**config.mk**
```make
export PLATFORM = sky130hd
export DESIGN_NAME = rc_pwm_two_channel_conditioner_top
export DESIGN_NICKNAME = d
export VERILOG_FILES = /design/src/rtl/rcpwm_pkg.sv /design/src/rtl/rc_pwm_two_channel_conditioner_top.sv /design/src/rtl/rcpwm_csr.sv /design/src/rtl/rcpwm_chan.sv /design/src/rtl/rcpwm_state.sv
export SDC_FILE = /design/constraint.sdc
export NUM_CORES = 1
export LEC_CHECK = 0
export BUFFER_PORTS_ARGS = -buffer_cell sky130_fd_sc_hd__clkbuf_2
export CORE_MARGIN = 5
export CORE_UTILIZATION = 45
export CTS_BUF_LIST = sky130_fd_sc_hd__clkbuf_4
export CTS_CLUSTER_DIAMETER = 100
export DETAILED_ROUTE_END_ITERATION = 7
export HOLD_SLACK_MARGIN = 0.08
export SYNTH_ARGS = -nofsm -noshare
export SYNTH_HDL_FRONTEND = slang
export SYNTH_HIERARCHICAL = 1
export SYNTH_SLANG_ARGS = --single-unit
```
**constraint.sdc**
```tcl
create_clock -name clock -period 24.3 [get_ports clock]
set_clock_uncertainty 0.1 [all_clocks]
set_input_delay 2.43 -clock clock [delete_from_list [all_inputs] [get_ports clock]]
set_output_delay 2.43 -clock clock [all_outputs]
set_load 0.01 [all_outputs]
```
**src/rtl/rcpwm_pkg.sv**
```systemverilog
// Package for the two-channel RC pulse-width conditioner.
// Holds shared types, fixed limits and small helper functions.
// No dependencies.
`default_nettype none

package rcpwm_pkg;

   localparam logic [11:0] MIN_PULSE_US      = 12'd800;
   localparam logic [11:0] MAX_PULSE_US      = 12'd2400;
   localparam logic [11:0] NEUTRAL_WINDOW_US = 12'd50;
   localparam logic [11:0] MOVE_THRESHOLD_US = 12'd20;
   localparam logic [31:0] FRESH_MS          = 32'd100;
   localparam logic [31:0] MOVE_TIMEOUT_MS   = 32'd200;
   localparam logic [11:0] NEUTRAL_RESET     = 12'd1500;
   localparam logic [15:0] TIMEOUT_RESET     = 16'd500;

   localparam int unsigned CSR_ADDR_WIDTH = 3;

   typedef enum logic {
      REG_NEUTRAL = 1'b0,
      REG_TIMEOUT = 1'b1
   } reg_index_type;

   typedef struct packed {
      logic [11:0] neutral_us;
      logic [15:0] failsafe_timeout_ms;
   } cfg_type;

   typedef struct packed {
      logic [31:0] now_ms;
      logic        ch1_new;
      logic [11:0] ch1_pulse_us;
      logic        ch2_new;
      logic [11:0] ch2_pulse_us;
   } item_type;

   typedef struct packed {
      logic [11:0] ch1_us;
      logic [11:0] ch2_us;
      logic        signal_valid;
      logic [31:0] last_update_ms;
   } result_type;

   function automatic logic [11:0] abs_diff(input logic [11:0] a, input logic [11:0] b);
      abs_diff = (a >= b) ? (a - b) : (b - a);
   endfunction

   // stamp of zero means the event never happened
   function automatic logic recent(input logic [31:0] stamp, input logic [31:0] now,
                                   input logic [31:0] window);
      logic [31:0] age;
      age    = now - stamp;
      recent = (stamp != 32'd0) && (age <= window);
   endfunction

endpackage

`default_nettype wire

```
**src/rtl/rc_pwm_two_channel_conditioner_top.sv**
```systemverilog
// Two-channel RC pulse-width conditioner with failsafe. Each item is one update tick;
// it gives exactly one result item. An item is captured in an input register; once the
// result slot is free, the state update and result are computed in one pass and loaded
// into the result register, which drives rsp_valid. One item is taken every cycle
// while the result side keeps up. The state feedback through the smoothing adder and
// time compares is the combinational path that sets this rate.
// Registers: 0x0 neutral_us (12 bits, reset 1500), 0x4 failsafe_timeout_ms (16 bits,
// reset 500); write them only while no item is in flight.
// Depends on rcpwm_pkg, rcpwm_csr, rcpwm_chan, rcpwm_state.
`default_nettype none

module rc_pwm_two_channel_conditioner_top (
   input  wire logic                                  clock,
   input  wire logic                                  reset,
   input  wire logic                                  req_valid,
   output logic                                       req_ready,
   input  wire logic [31:0]                           req_now_ms,
   input  wire logic                                  req_ch1_new,
   input  wire logic [11:0]                           req_ch1_pulse_us,
   input  wire logic                                  req_ch2_new,
   input  wire logic [11:0]                           req_ch2_pulse_us,
   output logic                                       rsp_valid,
   input  wire logic                                  rsp_ready,
   output logic      [11:0]                           rsp_ch1_us,
   output logic      [11:0]                           rsp_ch2_us,
   output logic                                       rsp_signal_valid,
   output logic      [31:0]                           rsp_last_update_ms,
   input  wire logic                                  csr_psel,
   input  wire logic                                  csr_penable,
   input  wire logic                                  csr_pwrite,
   input  wire logic [rcpwm_pkg::CSR_ADDR_WIDTH-1:0]  csr_paddr,
   input  wire logic [31:0]                           csr_pwdata,
   output logic      [31:0]                           csr_prdata,
   output logic                                       csr_pready
);
   import rcpwm_pkg::*;

   cfg_type    cfg;
   item_type   item_ff;
   logic       in_valid_ff, in_valid_in;
   result_type result_in, result_ff;
   logic       out_valid_ff, out_valid_in;
   logic       advance, req_accept;

   rcpwm_csr u_csr (
      .clock       (clock),
      .reset       (reset),
      .csr_psel    (csr_psel),
      .csr_penable (csr_penable),
      .csr_pwrite  (csr_pwrite),
      .csr_paddr   (csr_paddr),
      .csr_pwdata  (csr_pwdata),
      .csr_prdata  (csr_prdata),
      .csr_pready  (csr_pready),
      .cfg         (cfg)
   );

   rcpwm_state u_state (
      .clock   (clock),
      .reset   (reset),
      .advance (advance),
      .item    (item_ff),
      .cfg     (cfg),
      .result  (result_in)
   );

   // move the captured item into the result register when that slot frees up
   assign advance    = in_valid_ff && (!out_valid_ff || rsp_ready);
   assign req_ready  = !in_valid_ff || advance;
   assign req_accept = req_valid && req_ready;

   assign in_valid_in  = req_accept || (in_valid_ff && !advance);
   assign out_valid_in = advance || (out_valid_ff && !rsp_ready);

   always_ff @(posedge clock) begin
      if (reset) begin
         in_valid_ff  <= 1'b0;
         out_valid_ff <= 1'b0;
      end else begin
         in_valid_ff  <= in_valid_in;
         out_valid_ff <= out_valid_in;
      end
   end

   always_ff @(posedge clock) begin
      if (req_accept) begin
         item_ff.now_ms       <= req_now_ms;
         item_ff.ch1_new      <= req_ch1_new;
         item_ff.ch1_pulse_us <= req_ch1_pulse_us;
         item_ff.ch2_new      <= req_ch2_new;
         item_ff.ch2_pulse_us <= req_ch2_pulse_us;
      end
      if (advance) begin
         result_ff <= result_in;
      end
   end

   assign rsp_valid          = out_valid_ff;
   assign rsp_ch1_us         = result_ff.ch1_us;
   assign rsp_ch2_us         = result_ff.ch2_us;
   assign rsp_signal_valid   = result_ff.signal_valid;
   assign rsp_last_update_ms = result_ff.last_update_ms;

endmodule

`default_nettype wire

```
**src/rtl/rcpwm_csr.sv**
```systemverilog
// Configuration registers of the RC pulse-width conditioner, APB-style access.
// Depends on rcpwm_pkg.
`default_nettype none

module rcpwm_csr (
   input  wire logic                                  clock,
   input  wire logic                                  reset,
   input  wire logic                                  csr_psel,
   input  wire logic                                  csr_penable,
   input  wire logic                                  csr_pwrite,
   input  wire logic [rcpwm_pkg::CSR_ADDR_WIDTH-1:0]  csr_paddr,
   input  wire logic [31:0]                           csr_pwdata,
   output logic      [31:0]                           csr_prdata,
   output logic                                       csr_pready,
   output rcpwm_pkg::cfg_type                         cfg
);
   import rcpwm_pkg::*;

   cfg_type       cfg_ff;
   cfg_type       cfg_in;
   reg_index_type index;
   logic          wr_en;

   assign index      = reg_index_type'(csr_paddr[2]);
   assign wr_en      = csr_psel && csr_penable && csr_pwrite && csr_pready;
   assign csr_pready = 1'b1;
   assign cfg        = cfg_ff;

   always_comb begin
      cfg_in = cfg_ff;
      if (wr_en) begin
         case (index)
            REG_NEUTRAL: cfg_in.neutral_us          = csr_pwdata[11:0];
            REG_TIMEOUT: cfg_in.failsafe_timeout_ms = csr_pwdata[15:0];
            default:     cfg_in = cfg_ff;
         endcase
      end
   end

   always_comb begin
      case (index)
         REG_NEUTRAL: csr_prdata = {20'd0, cfg_ff.neutral_us};
         REG_TIMEOUT: csr_prdata = {16'd0, cfg_ff.failsafe_timeout_ms};
         default:     csr_prdata = 32'd0;
      endcase
   end

   always_ff @(posedge clock) begin
      if (reset) begin
         cfg_ff.neutral_us          <= NEUTRAL_RESET;
         cfg_ff.failsafe_timeout_ms <= TIMEOUT_RESET;
      end else begin
         cfg_ff <= cfg_in;
      end
   end

endmodule

`default_nettype wire

```
**src/rtl/rcpwm_chan.sv**
```systemverilog
// One channel's width conditioning: range clamp to neutral and smoothing.
// Depends on rcpwm_pkg.
`default_nettype none

module rcpwm_chan (
   input  wire logic        pulse_new,
   input  wire logic [11:0] pulse_us,
   input  wire logic [11:0] neutral_us,
   input  wire logic [11:0] smooth_ff,
   input  wire logic        seen_ff,
   output logic      [11:0] smooth_in
);
   import rcpwm_pkg::*;

   logic [11:0] clean;
   logic [13:0] sum;

   assign clean = (pulse_us < MIN_PULSE_US || pulse_us > MAX_PULSE_US) ? neutral_us : pulse_us;
   // 3*old + new + 2, then drop two bits
   assign sum   = {2'b00, smooth_ff} + {1'b0, smooth_ff, 1'b0} + {2'b00, clean} + 14'd2;

   always_comb begin
      if (!pulse_new) begin
         smooth_in = smooth_ff;
      end else if (seen_ff) begin
         smooth_in = sum[13:2];
      end else begin
         smooth_in = clean;
      end
   end

endmodule

`default_nettype wire

```
**src/rtl/rcpwm_state.sv**
```systemverilog
// Per-tick state of the conditioner: smoothed widths, timestamps, movement tracking,
// and the result computed from the updated state. Depends on rcpwm_pkg, rcpwm_chan.
`default_nettype none

module rcpwm_state (
   input  wire logic                  clock,
   input  wire logic                  reset,
   input  wire logic                  advance,
   input  rcpwm_pkg::item_type        item,
   input  rcpwm_pkg::cfg_type         cfg,
   output rcpwm_pkg::result_type      result
);
   import rcpwm_pkg::*;

   logic [11:0] smooth_one_ff, smooth_one_in, smooth_two_ff, smooth_two_in;
   logic        seen_one_ff, seen_one_in, seen_two_ff, seen_two_in;
   logic [31:0] pulse_time_one_ff, pulse_time_one_in, pulse_time_two_ff, pulse_time_two_in;
   logic [31:0] update_time_ff, update_time_in;
   logic [31:0] move_time_ff, move_time_in;
   logic [11:0] move_ref_one_ff, move_ref_one_in, move_ref_two_ff, move_ref_two_in;

   logic        any_new, moved, fresh, moved_recently, near_neutral, active;
   logic [31:0] update_age;

   rcpwm_chan u_chan_one (
      .pulse_new  (item.ch1_new),
      .pulse_us   (item.ch1_pulse_us),
      .neutral_us (cfg.neutral_us),
      .smooth_ff  (smooth_one_ff),
      .seen_ff    (seen_one_ff),
      .smooth_in  (smooth_one_in)
   );

   rcpwm_chan u_chan_two (
      .pulse_new  (item.ch2_new),
      .pulse_us   (item.ch2_pulse_us),
      .neutral_us (cfg.neutral_us),
      .smooth_ff  (smooth_two_ff),
      .seen_ff    (seen_two_ff),
      .smooth_in  (smooth_two_in)
   );

   always_comb begin
      any_new           = item.ch1_new || item.ch2_new;
      seen_one_in       = seen_one_ff || item.ch1_new;
      seen_two_in       = seen_two_ff || item.ch2_new;
      pulse_time_one_in = item.ch1_new ? item.now_ms : pulse_time_one_ff;
      pulse_time_two_in = item.ch2_new ? item.now_ms : pulse_time_two_ff;
      update_time_in    = any_new ? item.now_ms : update_time_ff;

      moved = any_new &&
              (abs_diff(smooth_one_in, move_ref_one_ff) > MOVE_THRESHOLD_US ||
               abs_diff(smooth_two_in, move_ref_two_ff) > MOVE_THRESHOLD_US);
      move_time_in    = moved ? item.now_ms : move_time_ff;
      move_ref_one_in = moved ? smooth_one_in : move_ref_one_ff;
      move_ref_two_in = moved ? smooth_two_in : move_ref_two_ff;

      fresh = seen_one_in && seen_two_in &&
              recent(pulse_time_one_in, item.now_ms, FRESH_MS) &&
              recent(pulse_time_two_in, item.now_ms, FRESH_MS);
      moved_recently = recent(move_time_in, item.now_ms, MOVE_TIMEOUT_MS);
      near_neutral   = abs_diff(smooth_one_in, cfg.neutral_us) <= NEUTRAL_WINDOW_US &&
                       abs_diff(smooth_two_in, cfg.neutral_us) <= NEUTRAL_WINDOW_US;
      active         = fresh && (!near_neutral || moved_recently);
      update_age     = item.now_ms - update_time_in;

      result.ch1_us         = seen_one_in ? smooth_one_in : cfg.neutral_us;
      result.ch2_us         = seen_two_in ? smooth_two_in : cfg.neutral_us;
      result.signal_valid   = active && (update_age <= {16'd0, cfg.failsafe_timeout_ms});
      result.last_update_ms = update_time_in;
   end

   always_ff @(posedge clock) begin
      if (reset) begin
         smooth_one_ff     <= NEUTRAL_RESET;
         smooth_two_ff     <= NEUTRAL_RESET;
         seen_one_ff       <= 1'b0;
         seen_two_ff       <= 1'b0;
         pulse_time_one_ff <= 32'd0;
         pulse_time_two_ff <= 32'd0;
         update_time_ff    <= 32'd0;
         move_time_ff      <= 32'd0;
         move_ref_one_ff   <= NEUTRAL_RESET;
         move_ref_two_ff   <= NEUTRAL_RESET;
      end else if (advance) begin
         smooth_one_ff     <= smooth_one_in;
         smooth_two_ff     <= smooth_two_in;
         seen_one_ff       <= seen_one_in;
         seen_two_ff       <= seen_two_in;
         pulse_time_one_ff <= pulse_time_one_in;
         pulse_time_two_ff <= pulse_time_two_in;
         update_time_ff    <= update_time_in;
         move_time_ff      <= move_time_in;
         move_ref_one_ff   <= move_ref_one_in;
         move_ref_two_ff   <= move_ref_two_in;
      end
   end

endmodule

`default_nettype wire

```
==> flow_summary.toml <==
[route]
drc_errors = 0
first_pass_iters = 6
num_vias = 23652
routedWlPerCell_um = 20.60
wl_um = 83840
drtIter0Drc = 1434
via_per_inst = 5.811
drtAntennaViolNets = 0

[timing]
postLayoutSetupSlackWorst_ns = 11.40
slew_violations = 0
finalSetupTns_ns = 0
min_period_ns = 12.90
finalSetupViolations = 0
fmax_ghz = 0.07754
grt_setup_unrepaired = "false"
hold_violations = 0
whs_ns = 0.3741
slew_headroom_pct = 21.41
fin_crit_sh_pct = 53.08
worst_slew_pin_slew_ns = 1.176

[clock_tree]
cts_buffers = 91
clock_latency_ns = 0.84
postCtsSetupRepairBufs = 0
clockBufferDepth = 3
cts_tree = "yes"
cts-root-buf = "clkbuf_4"
cts_resized = 0
cts_max_level = 3
path_clk_slew_ns = 0.07
postCtsHoldBufs = 0
cts.sinks = 323

[synthesis]
synth-main-ff-cell = "dfxtp_1"
ys_types = 100
syn_inst = 3091
syn_area_sq_um = 26670
synth-seq-cells = 323
synth-edff-count = 115
ys_warn_count = 6
yosys.area.top_type = "dfxtp_1"
synthTopCellsByArea = "dfxtp_1 16%, edfxtp_1 13%, ha_1 12%, mux2i_1 8.9%, a21oi_1 5.0%"
async_flop_share_pct = 0
yosysSeqAreaShare_pct = 28.56
avgSynthCellArea_sq_um = 8.629
synth_top_cell_area_share_pct = 15.61

[grt]
grtUsageMet1_pct = 31.67
gr-total-overflow = 0
grt_pass1_wl_um = 129200
grt_use_total_pct = 25.20
grt_max_degree = 100
busiest_layer = "met2"
grt_antenna_before_repair = 1
grt.met3_usage_pct = 3.152
grt_pass1_vias = 23179
grtUsageMet2_pct = 44.17

[setup_path]
r2r_cells = 40
critPathLaunchType = "register"
crit_type = "register to register"
critPathSlowestCell = "nor4b_1"
required_ns = 24.83
path_depth = 40
cp_max_fo = 33
end_kind = "register"
cpPeakStageDelay_ns = 0.86
critPathTopFamily = "simple AND/OR/NAND/NOR gates"
critPathArrivalTime_ns = 13.43
path_buf_inv = 2

[layout]
n_fill_cell = 5696
layout_commonest_cell = "nand2_1"
multi_input_area_sq_um = 17570
drive_gt1_share_pct = 13.65
layout_common_cells = "271 x nand2_1, 263 x a21oi_1, 258 x ha_1"
syn2layout_area_growth_pct = 9.485
final_util_pct = 49.57
seqCellArea_sq_um = 7617
layout.nets = 3607

[flow_run]
cap_viol_max_count = 0

[status]
status = "complete, no violations"

[floorplan]
start_util_pct = 45.28
fp-row-count = 89
fp.dieArea_sq_um = 64240
core_sq_um = 58910
ios = 192
die-height_um = 253.5
die_w_um = 253.5

[place]
gp_congestion = 0.9860
place.detailed.hpwl_um = 63920
place_ws_ns = 11.60
io_buffer_count = 156

[pwr]
peakVddDrop_uv = 36.74
powerDensity_nw_per_um2 = 63.93
p_leak_nw = 12.80

[worst_hold_path]
hold_path.class = "register to register"
hold_depth = 2
## synthesized netlist by cell type (19+ instances only)
library cell and number:
nand4_1 36, o21a_1 21, nor2_1 231, fa_1 29, nor3_1 51, a21o_1 78, nand2b_1 58, mux2i_1 238
xnor2_1 68, inv_1 187, dfxtp_1 208, a31oi_1 27, a211o_1 38, nand3_1 60, nor2b_1 49, nand2_1 271
mux2_2 42, a211oi_1 47, clkbuf_1 122, buf_2 19, a21oi_1 264, nor4_1 45, xor2_1 40, o21ai_0 131
ha_1 258, edfxtp_1 115
## through the flow
| step | instance area [sq um] | std cells | power, mW |
|---|---|---|---|
| floorplan | 26730 | 3106 | 1.152 |
| global placement | 27960 | 3900 | 1.321 |
| detailed placement | 27960 | 3900 | 1.332 |
| CTS | 29200 | 4069 | 1.884 |
| global route | 29200 | 4070 | 1.992 |
| finish | 29200 | 4070 | 1.867 |
## registers in the layout, indices dropped and copies added (netlist names)
| signal | cells |
|---|---|
| item_ff | 58 |
| rsp_last_update_ms | 32 |
| u_state/move_time_ff | 32 |
| u_state/pulse_time_one_ff | 32 |
| u_state/pulse_time_two_ff | 32 |
| u_state/update_time_ff | 32 |
| u_csr/cfg | 28 |
| rsp_ch1_us | 12 |
| rsp_ch2_us | 12 |
| u_state/move_ref_one_ff | 12 |
| u_state/move_ref_two_ff | 12 |
| u_state/smooth_one_ff | 12 |
| u_state/smooth_two_ff | 12 |
| in_valid_ff | 1 |
| rsp_signal_valid | 1 |
| rsp_valid | 1 |
| u_state/seen_one_ff | 1 |
| u_state/seen_two_ff | 1 |
## logic make-up (layout without fill, tap and decap cells)
kind of cell,Yosys count,after routing,synth area share [%]
and+or+nand+nor,908,908,16.66
AOI/OAI and AO/OA,818,818,20.33
buffers and inverters,364,554,5.859
DFF,323,323,28.56
adders and majority gates,288,288,14.32
muxes,280,280,10.70
xor gates and xnor gates,108,108,3.546
other,2,18,0.02816
## per-layer routing
metal / wire, um / share of wire, % / vias to the layer above
met5: 0 / 0 / -
met1: 36040 / 43 / 11298
met3: 3899 / 4.7 / 164
met4: 3268 / 3.9 / 0
li1: - / - / 11550
met2: 40630 / 48 / 640
## path summary, 6_finish.rpt
path                                             startpoint                                   endpoint  slack, ns
hold / removal    u_state/pulse_time_one_ff[5]$_SDFFE_PP0P_  u_state/pulse_time_one_ff[5]$_SDFFE_PP0P_       0.37
hold reg to reg   u_state/pulse_time_one_ff[5]$_SDFFE_PP0P_  u_state/pulse_time_one_ff[5]$_SDFFE_PP0P_       0.37
setup reg to reg                      item_ff[10]$_DFFE_PP_                 rsp_signal_valid$_DFFE_PP_      11.40
setup / recovery                      item_ff[10]$_DFFE_PP_                 rsp_signal_valid$_DFFE_PP_      11.40
## layout make-up
type,instances,share of cell area [%]
clock buffer,129,3.316
multi-input combinational,2419,60.17
antenna,1,0.008569
tap,773,3.312
sequential,323,26.08
clock inverter,40,0.9340
timing repair buffer,198,3.775
inverter,187,2.404
## worst register-to-register path: cells and delay by family (launching register included)
kind	cells	cell delay [ns]
buf+inv	2	0.50
flops	1	0.45
xor+xnor	2	0.41
fa+ha+maj	4	1.68
simple gates	13	4.52
mux	4	1.14
compound gates	15	3.87
## where the power goes
part,leakage (nW),internal [mW],switching (mW)
Sequential,2.80,0.591,0.0321
Combinational,9.26,0.290,0.418
Clock,0.732,0.289,0.247
Total,12.8,1.17,0.697
(Power assumes the default switching activity.)
